## config.mk

```make
export PLATFORM = sky130hd
export DESIGN_NAME = scfl_decode
export DESIGN_NICKNAME = d
export VERILOG_FILES = /design/src/size_class_free_list_allocator_unit_macros.svh /design/src/scfl_pkg.sv /design/src/scfl_decode.sv
export SDC_FILE = /design/constraint.sdc
export NUM_CORES = 1
export LEC_CHECK = 0
export BUFFER_PORTS_ARGS = -buffer_cell sky130_fd_sc_hd__buf_2
export CAP_MARGIN = 20
export CORE_UTILIZATION = 30
export DETAILED_ROUTE_END_ITERATION = 16
export PLACE_DENSITY = 0.72
export SLEW_MARGIN = 20
export SYNTH_ARGS = -nofsm -noshare
export SYNTH_HDL_FRONTEND = slang
export SYNTH_SLANG_ARGS = --single-unit
export TNS_END_PERCENT = 30
```

## constraint.sdc

```tcl
create_clock -name vclk -period 2.7
set_input_delay 0.405 -clock vclk [all_inputs]
set_output_delay 0.405 -clock vclk [all_outputs]
set_load 0.05 [all_outputs]
```

## src/size_class_free_list_allocator_unit_macros.svh

```systemverilog
// assertion macros for the size class allocator
// each checks on the rising edge of clk and is off while rst_n is low
`ifndef SIZE_CLASS_FREE_LIST_ALLOCATOR_UNIT_MACROS_SVH
`define SIZE_CLASS_FREE_LIST_ALLOCATOR_UNIT_MACROS_SVH

`ifndef SYNTH
// same-cycle implication
`define SCFL_ASSERT_IMP(name, pre, post) \
    name: assert property (@(posedge clk) disable iff (!rst_n) (pre) |-> (post)) \
        else $error("allocator check failed");
// next-cycle implication
`define SCFL_ASSERT_NXT(name, pre, post) \
    name: assert property (@(posedge clk) disable iff (!rst_n) (pre) |=> (post)) \
        else $error("allocator check failed");
`else
`define SCFL_ASSERT_IMP(name, pre, post)
`define SCFL_ASSERT_NXT(name, pre, post)
`endif

`endif

```

## src/scfl_pkg.sv

```systemverilog
`default_nettype none

package scfl_pkg;

    // default configuration
    localparam int SCFL_SIZE_CLASSES = 16;
    localparam int SCFL_ARENA_BYTES  = 4096;

    // fixed geometry
    localparam int CLASS_STEP = 8;
    localparam int STEP_SHIFT = $clog2(CLASS_STEP);
    localparam int ADDR_W     = 16;
    localparam int LINK_AW    = ADDR_W - STEP_SHIFT;
    localparam int LINK_W     = ADDR_W + 1;
    localparam int CB_W       = 6 + STEP_SHIFT;

    // command codes
    localparam logic CMD_ALLOC = 1'b0;
    localparam logic CMD_FREE  = 1'b1;

    // status codes
    localparam logic [1:0] ST_ALLOCATED = 2'd0;
    localparam logic [1:0] ST_EXHAUSTED = 2'd1;
    localparam logic [1:0] ST_TOO_LARGE = 2'd2;
    localparam logic [1:0] ST_FREED     = 2'd3;

    typedef struct packed {
        logic              command;
        logic [ADDR_W-1:0] request_bytes;
        logic [ADDR_W-1:0] block_address;
    } req_item_t;

    typedef struct packed {
        logic [1:0]        status;
        logic [ADDR_W-1:0] granted_address;
        logic [7:0]        class_bytes;
    } rsp_item_t;

    // decode flags handed from the decoder to the control
    typedef struct packed {
        logic is_free;
        logic reject;
    } dec_flags_t;

    // width of a class index
    function automatic int cls_width(input int n);
        return (n > 1) ? $clog2(n) : 1;
    endfunction

endpackage

`default_nettype wire

```

## src/scfl_decode.sv

```systemverilog
`default_nettype none

module scfl_decode #(
    parameter int SIZE_CLASSES = scfl_pkg::SCFL_SIZE_CLASSES,
    parameter int ARENA_BYTES  = scfl_pkg::SCFL_ARENA_BYTES,
    localparam int CW = scfl_pkg::cls_width(SIZE_CLASSES)
) (
    input  wire scfl_pkg::req_item_t  req,
    output logic [CW-1:0]             cls,
    output scfl_pkg::dec_flags_t      flags,
    output logic [scfl_pkg::ADDR_W-1:0] base
);
    import scfl_pkg::*;

    localparam int QW = ADDR_W + 1 - STEP_SHIFT;
    localparam logic [ADDR_W-1:0] ARENA_LO = ADDR_W'(ARENA_BYTES);

    logic [ADDR_W:0] round_sum;
    logic [QW-1:0]   blocks;
    logic [QW-1:0]   cls_wide;
    logic            too_large;
    logic [31:0]     addr_ext;
    logic [CW-1:0]   cls_free;
    logic            beyond;

    // size to class: round up, zero counts as the smallest class
    always_comb
    begin
        round_sum = {1'b0, req.request_bytes} + (ADDR_W + 1)'(CLASS_STEP - 1);
        blocks    = round_sum[ADDR_W:STEP_SHIFT];
        cls_wide  = (blocks == '0) ? '0 : blocks - 1'b1;
        too_large = cls_wide >= QW'(SIZE_CLASSES);
    end

    // address to class: compare against every arena boundary
    always_comb
    begin
        addr_ext = 32'(req.block_address);
        cls_free = '0;
        for (int k = 0; k < SIZE_CLASSES; k++)
        begin
            if ((addr_ext >= 32'(k * ARENA_BYTES)) &&
                (addr_ext < 32'((k + 1) * ARENA_BYTES)))
            begin
                cls_free = cls_free | CW'(k);
            end
        end
        beyond = addr_ext >= 32'(SIZE_CLASSES * ARENA_BYTES);
    end

    // select by command, arena base wraps to the address width
    always_comb
    begin
        flags.is_free = (req.command == CMD_FREE);
        cls           = flags.is_free ? cls_free : cls_wide[CW-1:0];
        flags.reject  = flags.is_free ? beyond : too_large;
        base          = ADDR_W'(cls * ARENA_LO);
    end

endmodule

`default_nettype wire

```

==> flow_metrics.py <==
metrics = {
    "global_route": {
        "first_global_vias": 613,
        "track_usage_pct": 15.1,
        "antenna_found_initial": 0,
        "grt_first_pass_wirelength_um": 2430,
        "grt_max_degree": 10,
        "overflow": 0,
    },
    "sta": {
        "min_period_ps": 2700,
        "fin_ws_ps": -1.22,
        "rsz0062_at_grt": "yes",
        "hold_viol_final": 0,
        "hold_slack_ps": 1160,
        "clock.fmax_mhz": 370,
        "worst_pin_slew_ps": 515,
        "setup_viol": 1,
        "finalMaxSlewViolations": 0,
        "relSlewSlack_pct": 65.2,
        "fin_crit_sh_pct": 100,
        "fin_setup_tns_ps": -1.22,
    },
    "logic_synthesis": {
        "synth_warnings": 0,
        "syn_area_per_cell_um2": 7.07,
        "ys_types": 35,
        "yosysSeqAreaShare_pct": 0,
        "syn_inst": 80,
        "syn_area_um2": 566,
    },
    "final_layout": {
        "antenna_cells": 0,
        "synthToLayoutAreaGrowth_pct": 60.4,
        "nets": 148,
        "ff_latch_area_um2": 0,
        "stdcell_count": 137,
        "multi_input_area_um2": 582,
        "n_clock_buffer": 0,
        "nFillCells": 169,
        "layout-drive-gt1-share_pct": 50.9,
        "layout_common_cells": "buf_2, conb_1, buf_6, buf_4, nand2_1",
        "design.seq.count": 0,
        "mostFrequentLayoutCell": "buf_2",
        "utilization_pct": 52.0,
    },
    "floorplanning": {
        "num_rows": 15,
        "start_util_pct": 32.4,
        "pin_count": 55,
        "die_y_um": 45.4,
        "die_x_um": 45.4,
        "core_area_mm2": 0.00175,
        "dieArea_mm2": 0.00206,
    },
    "power": {
        "p_clk_share_pct": 0,
        "irDropWorstVdd_uv": 100,
        "switching_share_pct": 65.1,
        "p_leak_nw": 0.375,
        "pwr-share-seq_pct": 0,
        "combPwrFrac_pct": 100.0,
        "p_int_uw": 85.2,
        "p_per_area_mw_per_mm2": 269,
        "p_switching_uw": 159,
    },
    "worst_hold_path": {
        "min_from": "req[32]",
        "min_path_cells": 2,
        "holdPathEnd": "flags[1]",
        "holdCritPathClass": "input pin to output port",
    },
    "placement": {
        "gp_congestion": 0.800,
        "port_buffers": 31,
        "placed_cells": 137,
        "dp_hpwl_um": 1150,
        "place_ws_ps": -172,
    },
    "routing": {
        "dr.pass1.iters": 4,
        "drtAntennaViolNets": 0,
        "wl_um": 1450,
        "vias_per_cell": 4.88,
        "wl_per_cell_um": 10.6,
        "drc_errors": 0,
        "drt_iter0_drc": 9,
        "num_vias": 669,
    },
    "critical_path": {
        "path_class": "input pin to output port",
        "cp_max_fo": 4,
        "endpoint_kind": "output port",
        "worstPathArrival_ps": 2300,
        "cp.required_ps": 2300,
        "cp-start-kind": "input pin",
    },
    "flow_run": {
        "maxCapViolations": 0,
    },
    "outcome": {
        "status": "finished, violations left",
        "violations": "negative setup slack",
    },
    "clock_tree": {
        "cts_setup_buffers": 0,
    },
}
[how the worst max path moves through the flow]
stage,startpoint,end,cells past startpoint
2_1_floorplan,req[18],flags[0],8
3_3_place_gp,req[18],flags[0],12
3_5_place_dp,req[18],flags[0],12
4_1_cts,req[18],flags[0],12
5_1_grt,req[16],flags[0],10
6_report,req[16],flags[0],10
[metrics by stage]
step / cell area [um2] / power [mW]
after floorplan: 708 / 0.186
after detailed placement: 807 / 0.215
after global placement: 807 / 0.213
after CTS: 897 / 0.242
after global routing: 907 / 0.259
final: 907 / 0.244
[area by class of cell]
type | instances | share of cell area [%]
Multi-Input combinational cell | 72 | 64.1
Timing Repair Buffer | 39 | 32.0
Inverter | 1 | 0.414
Tap cell | 25 | 3.45
[power by group through the flow]
stage	Sequential, mW	Clock, mW	Combinational (mW)
global placement	0	0	0.213
global route	0	0	0.259
floorplan	0	0	0.186
CTS	0	0	0.242
finish	0	0	0.244
detailed placement	0	0	0.215
[critical path, stage by stage]
cell and delay (ps):
buf_8 100, o31ai_4 250, xor2_1 190, ha_2 240
nand2b_4 70, nor4bb_4 380, o21ai_1 130, a22oi_2 210
a41oi_4 120, buf_6 190
[what timing repair did]
item,4_1_cts,5_1_grt
hold buffers,0,0
setup endpoints to repair,9,9
pin swaps,8,5
hold endpoints to repair,0,0
cloned,0,0
resized for setup,27,3
[kinds of logic (layout without fill, tap and decap cells)]
group,count (synthesis),in the layout,synth area share [%]
buffers and inverters,19,40,24.1
adders and majority gates,1,1,2.21
AOI/OAI and AO/OA,20,20,28.5
other,1,12,0.663
xor gates and xnor gates,6,6,9.29
and+or+nand+nor,33,33,35.2
[synth_stat cells (2+ instances only)]
library cell,instances,area (um2)
and4_1,2,17.5
or2_2,2,12.5
nor4_1,2,12.5
o21ai_0,6,30.0
xnor2_1,3,26.3
nor2_1,4,15.0
nand4_1,2,12.5
o41ai_1,2,17.5
nand2_1,7,26.3
nor3_1,5,25.0
buf_4,17,128
a21oi_1,2,10.0
or3_1,2,12.5
xor2_1,3,26.3
[per-layer routing]
metal  vias to the layer above  routed length (um)  track usage [%]
li1                        340                   -                -
met1                       304                 664             18.8
met2                        25                 739             28.6
met3                         0                  48            0.794
met4                         0                   0             2.42
met5                         -                   0                0
No activity file was read; power rests on OpenSTA's default activity.
