==> config.mk <==
export PLATFORM = sky130hd
export DESIGN_NAME = scfl_class_store
export DESIGN_NICKNAME = d
export VERILOG_FILES = /design/src/size_class_free_list_allocator_unit_macros.svh /design/src/scfl_pkg.sv /design/src/scfl_class_store.sv
export SDC_FILE = /design/constraint.sdc
export NUM_CORES = 1
export LEC_CHECK = 0
export BUFFER_PORTS_ARGS = -buffer_cell sky130_fd_sc_hd__buf_2
export CAP_MARGIN = 20
export CORE_UTILIZATION = 24
export CTS_CLUSTER_SIZE = 30
export DETAILED_ROUTE_END_ITERATION = 8
export HOLD_SLACK_MARGIN = 0.15
export PLACE_DENSITY = 0.46
export SYNTH_ARGS = -nofsm -noshare
export SYNTH_HDL_FRONTEND = slang
export SYNTH_SLANG_ARGS = --single-unit
export TNS_END_PERCENT = 5
==> constraint.sdc <==
create_clock -name clk -period 2.5 [get_ports clk]
set_input_delay 0.75 -clock clk [delete_from_list [all_inputs] [get_ports clk]]
set_output_delay 0.75 -clock clk [all_outputs]
set_load 0.1 [all_outputs]
==> src/size_class_free_list_allocator_unit_macros.svh <==
// assertion macros for the size class allocator
// each checks on the rising edge of clk and is off while rst_n is low
`ifndef SIZE_CLASS_FREE_LIST_ALLOCATOR_UNIT_MACROS_SVH
`define SIZE_CLASS_FREE_LIST_ALLOCATOR_UNIT_MACROS_SVH

`ifndef SYNTH
// same-cycle implication
`define SCFL_ASSERT_IMP(name, pre, post) \
    name: assert property (@(posedge clk) disable iff (!rst_n) (pre) |-> (post)) \
        else $error("allocator check failed");
// next-cycle implication
`define SCFL_ASSERT_NXT(name, pre, post) \
    name: assert property (@(posedge clk) disable iff (!rst_n) (pre) |=> (post)) \
        else $error("allocator check failed");
`else
`define SCFL_ASSERT_IMP(name, pre, post)
`define SCFL_ASSERT_NXT(name, pre, post)
`endif

`endif

==> src/scfl_pkg.sv <==
`default_nettype none

package scfl_pkg;

    // default configuration
    localparam int SCFL_SIZE_CLASSES = 16;
    localparam int SCFL_ARENA_BYTES  = 4096;

    // fixed geometry
    localparam int CLASS_STEP = 8;
    localparam int STEP_SHIFT = $clog2(CLASS_STEP);
    localparam int ADDR_W     = 16;
    localparam int LINK_AW    = ADDR_W - STEP_SHIFT;
    localparam int LINK_W     = ADDR_W + 1;
    localparam int CB_W       = 6 + STEP_SHIFT;

    // command codes
    localparam logic CMD_ALLOC = 1'b0;
    localparam logic CMD_FREE  = 1'b1;

    // status codes
    localparam logic [1:0] ST_ALLOCATED = 2'd0;
    localparam logic [1:0] ST_EXHAUSTED = 2'd1;
    localparam logic [1:0] ST_TOO_LARGE = 2'd2;
    localparam logic [1:0] ST_FREED     = 2'd3;

    typedef struct packed {
        logic              command;
        logic [ADDR_W-1:0] request_bytes;
        logic [ADDR_W-1:0] block_address;
    } req_item_t;

    typedef struct packed {
        logic [1:0]        status;
        logic [ADDR_W-1:0] granted_address;
        logic [7:0]        class_bytes;
    } rsp_item_t;

    // decode flags handed from the decoder to the control
    typedef struct packed {
        logic is_free;
        logic reject;
    } dec_flags_t;

    // width of a class index
    function automatic int cls_width(input int n);
        return (n > 1) ? $clog2(n) : 1;
    endfunction

endpackage

`default_nettype wire

==> src/scfl_class_store.sv <==
`default_nettype none

module scfl_class_store #(
    parameter int SIZE_CLASSES = scfl_pkg::SCFL_SIZE_CLASSES,
    parameter int ARENA_BYTES  = scfl_pkg::SCFL_ARENA_BYTES,
    localparam int CW      = scfl_pkg::cls_width(SIZE_CLASSES),
    localparam int FRESH_W = $clog2(ARENA_BYTES + 1),
    localparam int ENTRY_W = scfl_pkg::ADDR_W + 1 + FRESH_W
) (
    input  wire                clk,
    input  wire                rst_n,
    input  wire                rd_en,
    input  wire  [CW-1:0]      rd_addr,
    input  wire                wr_en,
    input  wire  [CW-1:0]      wr_addr,
    input  wire  [ENTRY_W-1:0] wr_data,
    output logic [ENTRY_W-1:0] rd_data
);
    import scfl_pkg::*;

    logic [ENTRY_W-1:0]      mem [SIZE_CLASSES];
    logic [SIZE_CLASSES-1:0] valid_reg;
    logic [ENTRY_W-1:0]      rdata_reg;
    logic                    rvalid_reg;
    logic                    fwd_hit_reg;
    logic [ENTRY_W-1:0]      fwd_data_reg;

    // class state array, one write and one read port
    always_ff @(posedge clk)
    begin
        if (wr_en)
        begin
            mem[wr_addr] <= wr_data;
        end
        if (rd_en)
        begin
            rdata_reg    <= mem[rd_addr];
            fwd_data_reg <= wr_data;
        end
    end

    // per-class valid bits give the reset value until first write
    always_ff @(posedge clk or negedge rst_n)
    begin
        if (!rst_n)
        begin
            valid_reg   <= '0;
            rvalid_reg  <= 1'b0;
            fwd_hit_reg <= 1'b0;
        end
        else
        begin
            if (wr_en)
            begin
                valid_reg[wr_addr] <= 1'b1;
            end
            if (rd_en)
            begin
                rvalid_reg  <= valid_reg[rd_addr];
                fwd_hit_reg <= wr_en && (wr_addr == rd_addr);
            end
        end
    end

    // forward a write that lands with the read
    assign rd_data = fwd_hit_reg ? fwd_data_reg : (rvalid_reg ? rdata_reg : '0);

endmodule

`default_nettype wire

==> results of run 1 <==
## through the flow
stage,cells,hold slack (ps),TNS [ps],power (uW)
finish,2206,465,-3230,22100
global route,2204,459,-4770,22800
CTS,2203,445,-4380,22300
detailed placement,2092,450,-1190,13600
global placement,2092,442,-1000,13500
floorplan,841,428,-187460,12400
## cells in the mapped netlist (2+ instances only)
master / n
edfxtp_1: 540
mux4_2: 154
a22o_1: 29
clkbuf_1: 22
dfrtp_1: 18
or2_1: 16
buf_2: 12
nor2_1: 12
buf_8: 5
buf_1: 4
nor3_1: 4
xnor2_1: 4
mux2i_1: 3
nand2_1: 3
nand3_1: 3
buf_6: 2
nand2b_1: 2
nand3b_1: 2
## power by group
group / internal (uW) / switching, uW / leakage [uW]
clock network: 5020 / 3460 / 0.000900
logic: 1200 / 1720 / 0.00231
registers: 10600 / 96.6 / 0.00511
total: 16800 / 5270 / 0.00832
## layout make-up
type | count | area, um^2 | share of cell area, %
Sequential cell | 558 | 16700 | 63.5
Multi-Input combinational cell | 237 | 4380 | 16.7
Timing Repair Buffer | 148 | 1900 | 7.23
Clock buffer | 76 | 1540 | 5.86
Tap cell | 1155 | 1450 | 5.50
Clock inverter | 29 | 322 | 1.22
Antenna cell | 2 | 5.00 | 0.0191
Inverter | 1 | 3.75 | 0.0143
## layer usage
metal	wire, um	vias up	track usage, %
li1	-	3959	-
met1	23100	5127	15.7
met2	25900	161	19.9
met3	2150	72	2.25
met4	883	8	2.93
met5	45	-	0
## worst max-delay path, stage by stage (launching register included)
cell     delay, ps
dfrtp_2        430
buf_4          160
buf_12         170
a22o_4         310
buf_12         170
## cell usage in the layout (no fill, tap or decap), drive strengths merged, types with 3 or more instances in the layout
cell and n:
clkbuf 78, clkinv 20, nand3 3, bufinv 7, dfrtp 18, nor3 4
buf 145, edfxtp 540, nor2 12, a22o 29, mux2i 3, or2 16
nand2 3, xnor2 4, mux4 154
## final timing paths
check	startpoint	end	slack (ps)	cells after the start
min reg2reg	valid_reg[3]$_DFFE_PN0P_	valid_reg[3]$_DFFE_PN0P_	470	1
min	valid_reg[3]$_DFFE_PN0P_	valid_reg[3]$_DFFE_PN0P_	470	1
max reg2reg	mem[10][12]$_DFFE_PP_	rdata_reg[12]$_DFFE_PP_	890	2
max in group asynchronous	rst_n	fwd_hit_reg$_DFFE_PN0P_	1520	2
min in group asynchronous	rst_n	valid_reg[6]$_DFFE_PN0P_	660	2
max	fwd_hit_reg$_DFFE_PN0P_	rd_data[6]	-140	4
## cell families after synthesis
group | after synthesis | synth area share (%)
flip-flops | 558 | 79.5
AO/OA/AOI/OAI | 31 | 1.26
AND/OR/NAND/NOR | 44 | 1.12
XOR/XNOR | 4 | 0.167
buffers and inverters | 46 | 1.24
multiplexers | 158 | 16.7
## timing repair
action / CTS / global route
hold buffers: 1 / 0
endpoints found under the setup margin: 30 / 30
resized for setup: 30 / 4
gates cloned: 1 / 1
buffers inserted: 4 / 0
pin swaps: 1 / 1
hold endpoints to repair: 18 / 0
==> flow_metrics.py, run 1 <==
metrics = {
    "outcome": {
        "outcome": "complete, but fails checks",
        "violations": "negative setup slack",
    },
    "cells_and_area": {
        "drive_gt1_share_pct": 39.9,
        "fin_nets": 1044,
        "areaGrowthSynthToFinish_pct": 25.2,
        "final_util_pct": 30.3,
        "final_area_um2": 26300,
        "fillers": 8239,
        "largest_reg_flops": 480,
    },
    "drt": {
        "drt_iter0_drc": 716,
        "num_vias": 9327,
        "drc": 0,
        "routed_wl_um": 52100,
        "ant_nets": 0,
        "viasPerCell": 4.23,
        "wl_per_cell_um": 23.6,
        "drtPass1Iterations": 5,
    },
    "synth": {
        "synth_fp_nets": 883,
        "yosysWarnings": 0,
        "ys.flop_type": "edfxtp_1",
        "synth-seq-cells": 558,
        "syn_inst": 841,
        "synth_top_area_cell": "edfxtp_1",
        "avgSynthCellArea_um2": 24.9,
        "ys_types": 24,
        "synthTopCellsByArea": "edfxtp_1, mux4_2, dfrtp_1",
        "synth-seq-area-share_pct": 79.5,
        "synth_edf_count": 540,
        "netlist.area_leader.share_pct": 77.3,
        "syn_area_um2": 21000,
        "synthArstFlopShare_pct": 3.23,
    },
    "floorplanning": {
        "core-area_um2": 86600,
        "dieWidth_um": 298,
        "die_area_um2": 88600,
        "die_h_um": 298,
        "ios": 72,
        "start_util_pct": 24.2,
        "row_count": 108,
    },
    "clock_network": {
        "cts_sinks": 558,
        "cts_tree": "built",
        "ctsRootBufferMaster": "clkbuf_16",
        "clk_latency_ps": 610,
        "cts_max_level": 2,
        "clkTransAtPathRegs_ps": 60,
        "clockBufferDepth": 3,
        "cts_buffers": 56,
    },
    "worst_hold_path": {
        "hold_class": "register to register",
    },
    "sta": {
        "fin_ws_ps": -139,
        "rsz0062_at_grt": "true",
        "slew_viol_final": 0,
        "fin_crit_ps": 2640,
        "hold_violations": 0,
        "max_slew_margin_pct": 59.3,
        "min_period_over_period_pct": 106,
        "setup_viol": 30,
        "skew_ps": 17.0,
        "fmax_mhz": 379,
        "tightest_slew_ps": 611,
    },
    "placed_design": {
        "place_area_um2": 24100,
        "port_buffers": 71,
        "gp_congestion": 0.691,
        "pre_cts_slack_ps": -77.4,
        "dp.final_hpwl_um": 28800,
    },
    "global_routing": {
        "grt_pass1_wl_um": 75500,
        "grt_max_degree": 43,
        "grt_pass1_vias": 10300,
        "antenna_found_initial": 7,
        "globalRouteOverflowTotal": 0,
        "grt_util_all_layers_pct": 11.8,
    },
    "power": {
        "leakage_uw": 0.00832,
        "ir_drop_mv": 0.514,
        "powerDensity_nw_per_um2": 840,
    },
    "setup_path": {
        "worstSetupEndpointType": "output pin",
        "arrival_ps": 1890,
        "crit_path_start_kind": "register",
        "crit_path_max_fanout": 24,
        "crit_required_ps": 1750,
        "path_class": "register to output pin",
    },
    "job": {
        "maxCapViolations": 0,
    },
}
(Power assumes the default switching activity.)
==> run 2, diff against run 1 <==
--- a/config.mk
+++ b/config.mk
@@ -7,11 +7,11 @@
 export LEC_CHECK = 0
 export BUFFER_PORTS_ARGS = -buffer_cell sky130_fd_sc_hd__buf_2
 export CAP_MARGIN = 20
-export CORE_UTILIZATION = 24
+export CORE_UTILIZATION = 30
 export CTS_CLUSTER_SIZE = 30
 export DETAILED_ROUTE_END_ITERATION = 8
 export HOLD_SLACK_MARGIN = 0.15
-export PLACE_DENSITY = 0.46
+export PLACE_DENSITY = 0.52
 export SYNTH_ARGS = -nofsm -noshare
 export SYNTH_HDL_FRONTEND = slang
 export SYNTH_SLANG_ARGS = --single-unit
==> flow_metrics.py, run 2 (synthesis gave the netlist of run 1 again) <==
metrics = {
    "global_routing": {
        "grt_pass1_vias": 10000,
        "grt_pass1_wl_um": 70400,
        "grt_max_degree": 38,
        "globalRouteOverflowTotal": 0,
        "antenna_found_initial": 2,
        "grt_util_all_layers_pct": 13.8,
    },
    "sta": {
        "fin_crit_ps": 2600,
        "timing.hold.ws_ps": 458,
        "tightest_slew_ps": 534,
        "skew_ps": 15.2,
        "fin_ws_ps": -96.8,
        "setup_viol": 30,
        "hold_violations": 0,
        "min_period_over_period_pct": 104,
        "fmax_mhz": 385,
        "max_slew_margin_pct": 64.4,
        "slew_viol_final": 0,
        "tns_ps": -1690,
        "rsz0062_at_grt": "true",
    },
    "setup_path": {
        "cp_cell_sequence": "nor2b_4 -> buf_12 -> a22o_1 -> buf_12",
        "path_class": "register to output pin",
        "path_common_cell": "buf_12",
        "r2r_slack_ps": 870,
        "reg2regPathDepth": 2,
        "cp_top_family": "flip-flops",
        "reg2reg_from": "mem[12][18]$_DFFE_PP_",
        "slowest_stage": "dfrtp_2",
        "crit_path_max_fanout": 14,
        "crit_buf_inv": 2,
        "arrival_ps": 1850,
        "critical_path.max_stage_delay_ps": 440,
        "crit_required_ps": 1750,
        "worstSetupEndpointType": "output pin",
        "rr_endpoint": "rdata_reg[18]$_DFFE_PP_",
        "crit_path_start_kind": "register",
    },
    "worst_hold_path": {
        "hold_class": "register to register",
        "whs_endpoint": "valid_reg[5]$_DFFE_PN0P_",
        "min_from": "valid_reg[5]$_DFFE_PN0P_",
        "holdPathStages": 1,
    },
    "cells_and_area": {
        "multiInputGateArea_um2": 4280,
        "drive_gt1_share_pct": 38.1,
        "fin_nets": 1028,
        "largest_reg_flops": 480,
        "mostFrequentLayoutCells": "edfxtp_1, mux4_2, buf_12, clkbuf_16, buf_2",
        "fillers": 6130,
        "final_common_cell": "edfxtp_1",
        "antenna_cells": 0,
        "final-seq-area_um2": 16700,
        "areaGrowthSynthToFinish_pct": 22.1,
    },
    "placed_design": {
        "port_buffers": 71,
        "pre_cts_slack_ps": -94.4,
        "dp.final_hpwl_um": 26300,
        "gp_congestion": 0.686,
    },
    "drt": {
        "ant_nets": 0,
        "drt_iter0_drc": 671,
        "drtPass1Iterations": 5,
        "routed_wl_um": 48000,
        "wl_per_cell_um": 24.5,
        "drc": 0,
        "viasPerCell": 4.77,
        "num_vias": 9339,
    },
    "clock_network": {
        "ctsRootBufferMaster": "clkbuf_16",
        "cts_buffers": 55,
        "cts_max_level": 2,
        "clkTransAtPathRegs_ps": 60,
        "cts_sinks": 558,
        "cts_tree": "built",
        "clockBufferDepth": 3,
        "clk_latency_ps": 590,
        "cts_setup_buffers": 0,
    },
    "floorplanning": {
        "core-area_um2": 68800,
        "die_area_um2": 71000,
        "row_count": 96,
        "ios": 72,
        "start_util_pct": 30.5,
        "die_h_um": 266,
        "dieWidth_um": 266,
    },
    "power": {
        "ir_drop_mv": 0.450,
        "powerDensity_nw_per_um2": 839,
        "power_uw": 21500,
        "leakage_uw": 0.00815,
    },
    "outcome": {
        "outcome": "complete, but fails checks",
        "violations": "negative setup slack",
    },
    "job": {
        "maxCapViolations": 0,
    },
}
[run 2: cell count changes in the layout (fill, tap and decap cells not counted), sizes merged]
cell | before | now
buf | 145 | 131
clkbuf | 78 | 65
clkinv | 20 | 28
clkinvlp | 2 | 0
diode | 2 | 0
bufinv | 7 | 6
inv | 1 | 2
[run 2: worst max-delay path by stage]
stage / to / from / cells after the start / slack, ps
finish: rd_data[8] / fwd_hit_reg$_DFFE_PN0P_ / 4 / -100
detailed placement: rdata_reg[18]$_DFFE_PP_ / rd_addr[0] / 4 / -90
floorplan: mem[7][0]$_DFFE_PP_ / wr_addr[1] / 3 / -450
global route: rd_data[13] / fwd_hit_reg$_DFFE_PN0P_ / 4 / -150
CTS: rd_data[8] / fwd_hit_reg$_DFFE_PN0P_ / 4 / -140
global placement: rdata_reg[18]$_DFFE_PP_ / rd_addr[0] / 4 / -60
[run 2: routing by layer]
layer | track usage (%) | up-vias | part of all wire [%]
li1 | - | 3917 | -
met2 | 22.1 | 206 | 48
met5 | 0 | - | 0.048
met3 | 2.56 | 59 | 4.4
met1 | 19.5 | 5153 | 46
met4 | 3.53 | 4 | 1.6
[run 2: layout make-up]
class,instances,area share [%]
well taps,931,4.55
multi-input cells,237,16.7
inverters,1,0.0147
clock buffers,64,5.67
repair buffers,133,6.79
clock inverters,35,1.20
flip-flops and latches,558,65.1
[run 2: power by group]
group / leakage (uW) / switching, uW / total [uW] / internal [uW]
registers: 0.00511 / 91.1 / 10700 / 10600
clock network: 0.000870 / 3400 / 8130 / 4740
logic: 0.00218 / 1620 / 2680 / 1050
total: 0.00815 / 5110 / 21500 / 16400
[run 2: repair_timing]
item / in CTS / in global routing
endpoints found under the hold margin: 18 / 0
resized for setup: 16 / 1
pin swaps: 2 / 1
hold buffers: 1 / 0
setup endpoints to repair: 30 / 30
[run 2: through the flow]
stage | cell area, um^2 | std cells | util [%]
after global routing | 25600 | 1959 | 37.2
after CTS | 25600 | 1959 | 37.2
after global placement | 23700 | 1859 | 34.5
final | 25600 | 1959 | 37.2
after floorplan | 21000 | 841 | -
after detailed placement | 23700 | 1859 | 34.5
==> run 3, diff against run 2 <==
--- a/config.mk
+++ b/config.mk
@@ -7,11 +7,11 @@
 export LEC_CHECK = 0
 export BUFFER_PORTS_ARGS = -buffer_cell sky130_fd_sc_hd__buf_2
 export CAP_MARGIN = 20
-export CORE_UTILIZATION = 30
+export CORE_UTILIZATION = 50
 export CTS_CLUSTER_SIZE = 30
 export DETAILED_ROUTE_END_ITERATION = 8
 export HOLD_SLACK_MARGIN = 0.15
-export PLACE_DENSITY = 0.52
+export PLACE_DENSITY = 0.74
 export SYNTH_ARGS = -nofsm -noshare
 export SYNTH_HDL_FRONTEND = slang
 export SYNTH_SLANG_ARGS = --single-unit
==> flow_metrics.py, run 3 (synthesis gave the netlist of run 1 again) <==
metrics = {
    "outcome": {
        "outcome": "complete, but fails checks",
        "violations": "design-rule violations, negative setup slack",
    },
    "clock_network": {
        "ctsRootBufferMaster": "clkbuf_16",
        "clk_latency_ps": 580,
        "cts_tree": "built",
        "clockBufferDepth": 3,
        "cts_max_level": 2,
        "cts_buffers": 55,
        "clkTransAtPathRegs_ps": 60,
        "cts_sinks": 558,
    },
    "power": {
        "powerDensity_nw_per_um2": 845,
        "leakage_uw": 0.00811,
        "power_uw": 21200,
        "ir_drop_mv": 0.534,
    },
    "sta": {
        "setup_viol": 30,
        "tightest_slew_ps": 493,
        "rsz0062_at_grt": "true",
        "fin_ws_ps": -163,
        "hold_violations": 0,
        "fin_crit_ps": 2660,
        "fmax_mhz": 376,
        "slew_viol_final": 0,
        "min_period_over_period_pct": 107,
        "max_slew_margin_pct": 67.2,
        "skew_ps": 8.92,
        "tns_ps": -3590,
    },
    "cells_and_area": {
        "fin_nets": 1022,
        "antenna_cells": 0,
        "final_common_cell": "edfxtp_1",
        "final_util_pct": 61.0,
        "areaGrowthSynthToFinish_pct": 19.5,
        "largest_reg_flops": 480,
        "drive_gt1_share_pct": 38.8,
        "mostFrequentLayoutCells": "edfxtp_1, mux4_2, buf_12, clkbuf_16, buf_2",
    },
    "worst_hold_path": {
        "hold_class": "register to register",
    },
    "global_routing": {
        "globalRouteOverflowTotal": 0,
        "grt_max_degree": 33,
        "antenna_found_initial": 1,
        "grt_pass1_vias": 9828,
        "grt_pass1_wl_um": 65200,
        "grt_util_all_layers_pct": 21.5,
    },
    "drt": {
        "drt_iter0_drc": 1143,
        "wl_per_cell_um": 28.3,
        "routed_wl_um": 44000,
        "drc": 4,
        "ant_nets": 0,
        "viasPerCell": 6.15,
        "num_vias": 9562,
        "drtPass1Iterations": 9,
    },
    "placed_design": {
        "port_buffers": 71,
        "gp_congestion": 0.725,
        "dp.final_hpwl_um": 23000,
    },
    "setup_path": {
        "worstSetupEndpointType": "output pin",
        "reg2reg_from": "mem[10][11]$_DFFE_PP_",
        "crit_path_max_fanout": 6,
        "path_class": "register to output pin",
        "crit_path_start_kind": "register",
        "rr_endpoint": "rdata_reg[11]$_DFFE_PP_",
        "r2r_slack_ps": 880,
        "reg2regPathDepth": 2,
        "endpoint": "rd_data[9]",
        "critPathLaunch": "fwd_hit_reg$_DFFE_PN0P_",
        "crit_required_ps": 1750,
        "arrival_ps": 1910,
    },
    "floorplanning": {
        "die_area_um2": 42800,
        "core-area_um2": 41100,
        "dieWidth_um": 207,
        "die_h_um": 207,
        "ios": 72,
        "start_util_pct": 51.0,
        "row_count": 74,
    },
    "job": {
        "maxCapViolations": 0,
    },
}
[run 3: changes by cell type in the layout (fill, tap and decap cells not counted), sizes merged]
cell / change
buf: -7
clkbuf: +5
clkinv: -5
bufinv: -3
inv: +3
clkinvlp: +2
[run 3: layout make-up]
type	instances	area, um^2
clock inverter	32	246
timing repair buffer	127	1660
clock buffer	68	1430
tap	532	666
inverter	1	3.75
sequential	558	16700
fill	2702	16000
multi-input combinational	237	4390
[run 3: timing repair]
action,in CTS,in global routing
endpoints found under the setup margin,30,30
setup buffers,1,2
gates cloned,0,1
endpoints found under the hold margin,18,0
pin swaps,0,2
hold buffers,1,0
gates resized for setup,19,15
[run 3: metrics by stage]
| stage | setup WS, ps | instances | hold WS (ps) | instance area, um^2 |
|---|---|---|---|---|
| 2_1_floorplan | -452 | 841 | 428 | 21000 |
| 3_3_place_gp | -17.4 | 1450 | 441 | 23100 |
| 3_5_place_dp | -39.7 | 1450 | 446 | 23100 |
| 4_1_cts | -163 | 1552 | 462 | 24900 |
| 5_1_grt | -205 | 1555 | 476 | 25100 |
| 6_report | -163 | 1555 | 464 | 25100 |
[run 3: worst min-delay path by stage]
stage                                     end  cells past startpoint  slack (ps)                 startpoint
global placement     valid_reg[4]$_DFFE_PN0P_                      1         440   valid_reg[4]$_DFFE_PN0P_
floorplan           valid_reg[10]$_DFFE_PN0P_                      1         430  valid_reg[10]$_DFFE_PN0P_
global route        valid_reg[14]$_DFFE_PN0P_                      1         480  valid_reg[14]$_DFFE_PN0P_
finish              valid_reg[11]$_DFFE_PN0P_                      1         460  valid_reg[11]$_DFFE_PN0P_
detailed placement  valid_reg[11]$_DFFE_PN0P_                      1         450  valid_reg[11]$_DFFE_PN0P_
CTS                 valid_reg[11]$_DFFE_PN0P_                      1         460  valid_reg[11]$_DFFE_PN0P_
[run 3: worst max-delay path, stage by stage, from the launching register on]
cell and delay (ps):
dfrtp_4 520, nor2b_4 160, buf_12 130, buf_12 140, a22o_1 180, buf_12 180
[run 3: report_power, final]
| part | total, uW | internal, uW | switching (uW) |
|---|---|---|---|
| combinational | 2770 | 1140 | 1630 |
| sequential | 10700 | 10600 | 111 |
| clock | 7720 | 4350 | 3370 |
[run 3: metal layers]
metal / up-vias / share of wire [%] / global-route usage, %
met1: 5156 / 41 / 31.5
met4: 2 / 1.6 / 5.01
met3: 64 / 7.6 / 3.77
met5: - / 0.030 / 0
li1: 3918 / - / -
met2: 422 / 50 / 34.1
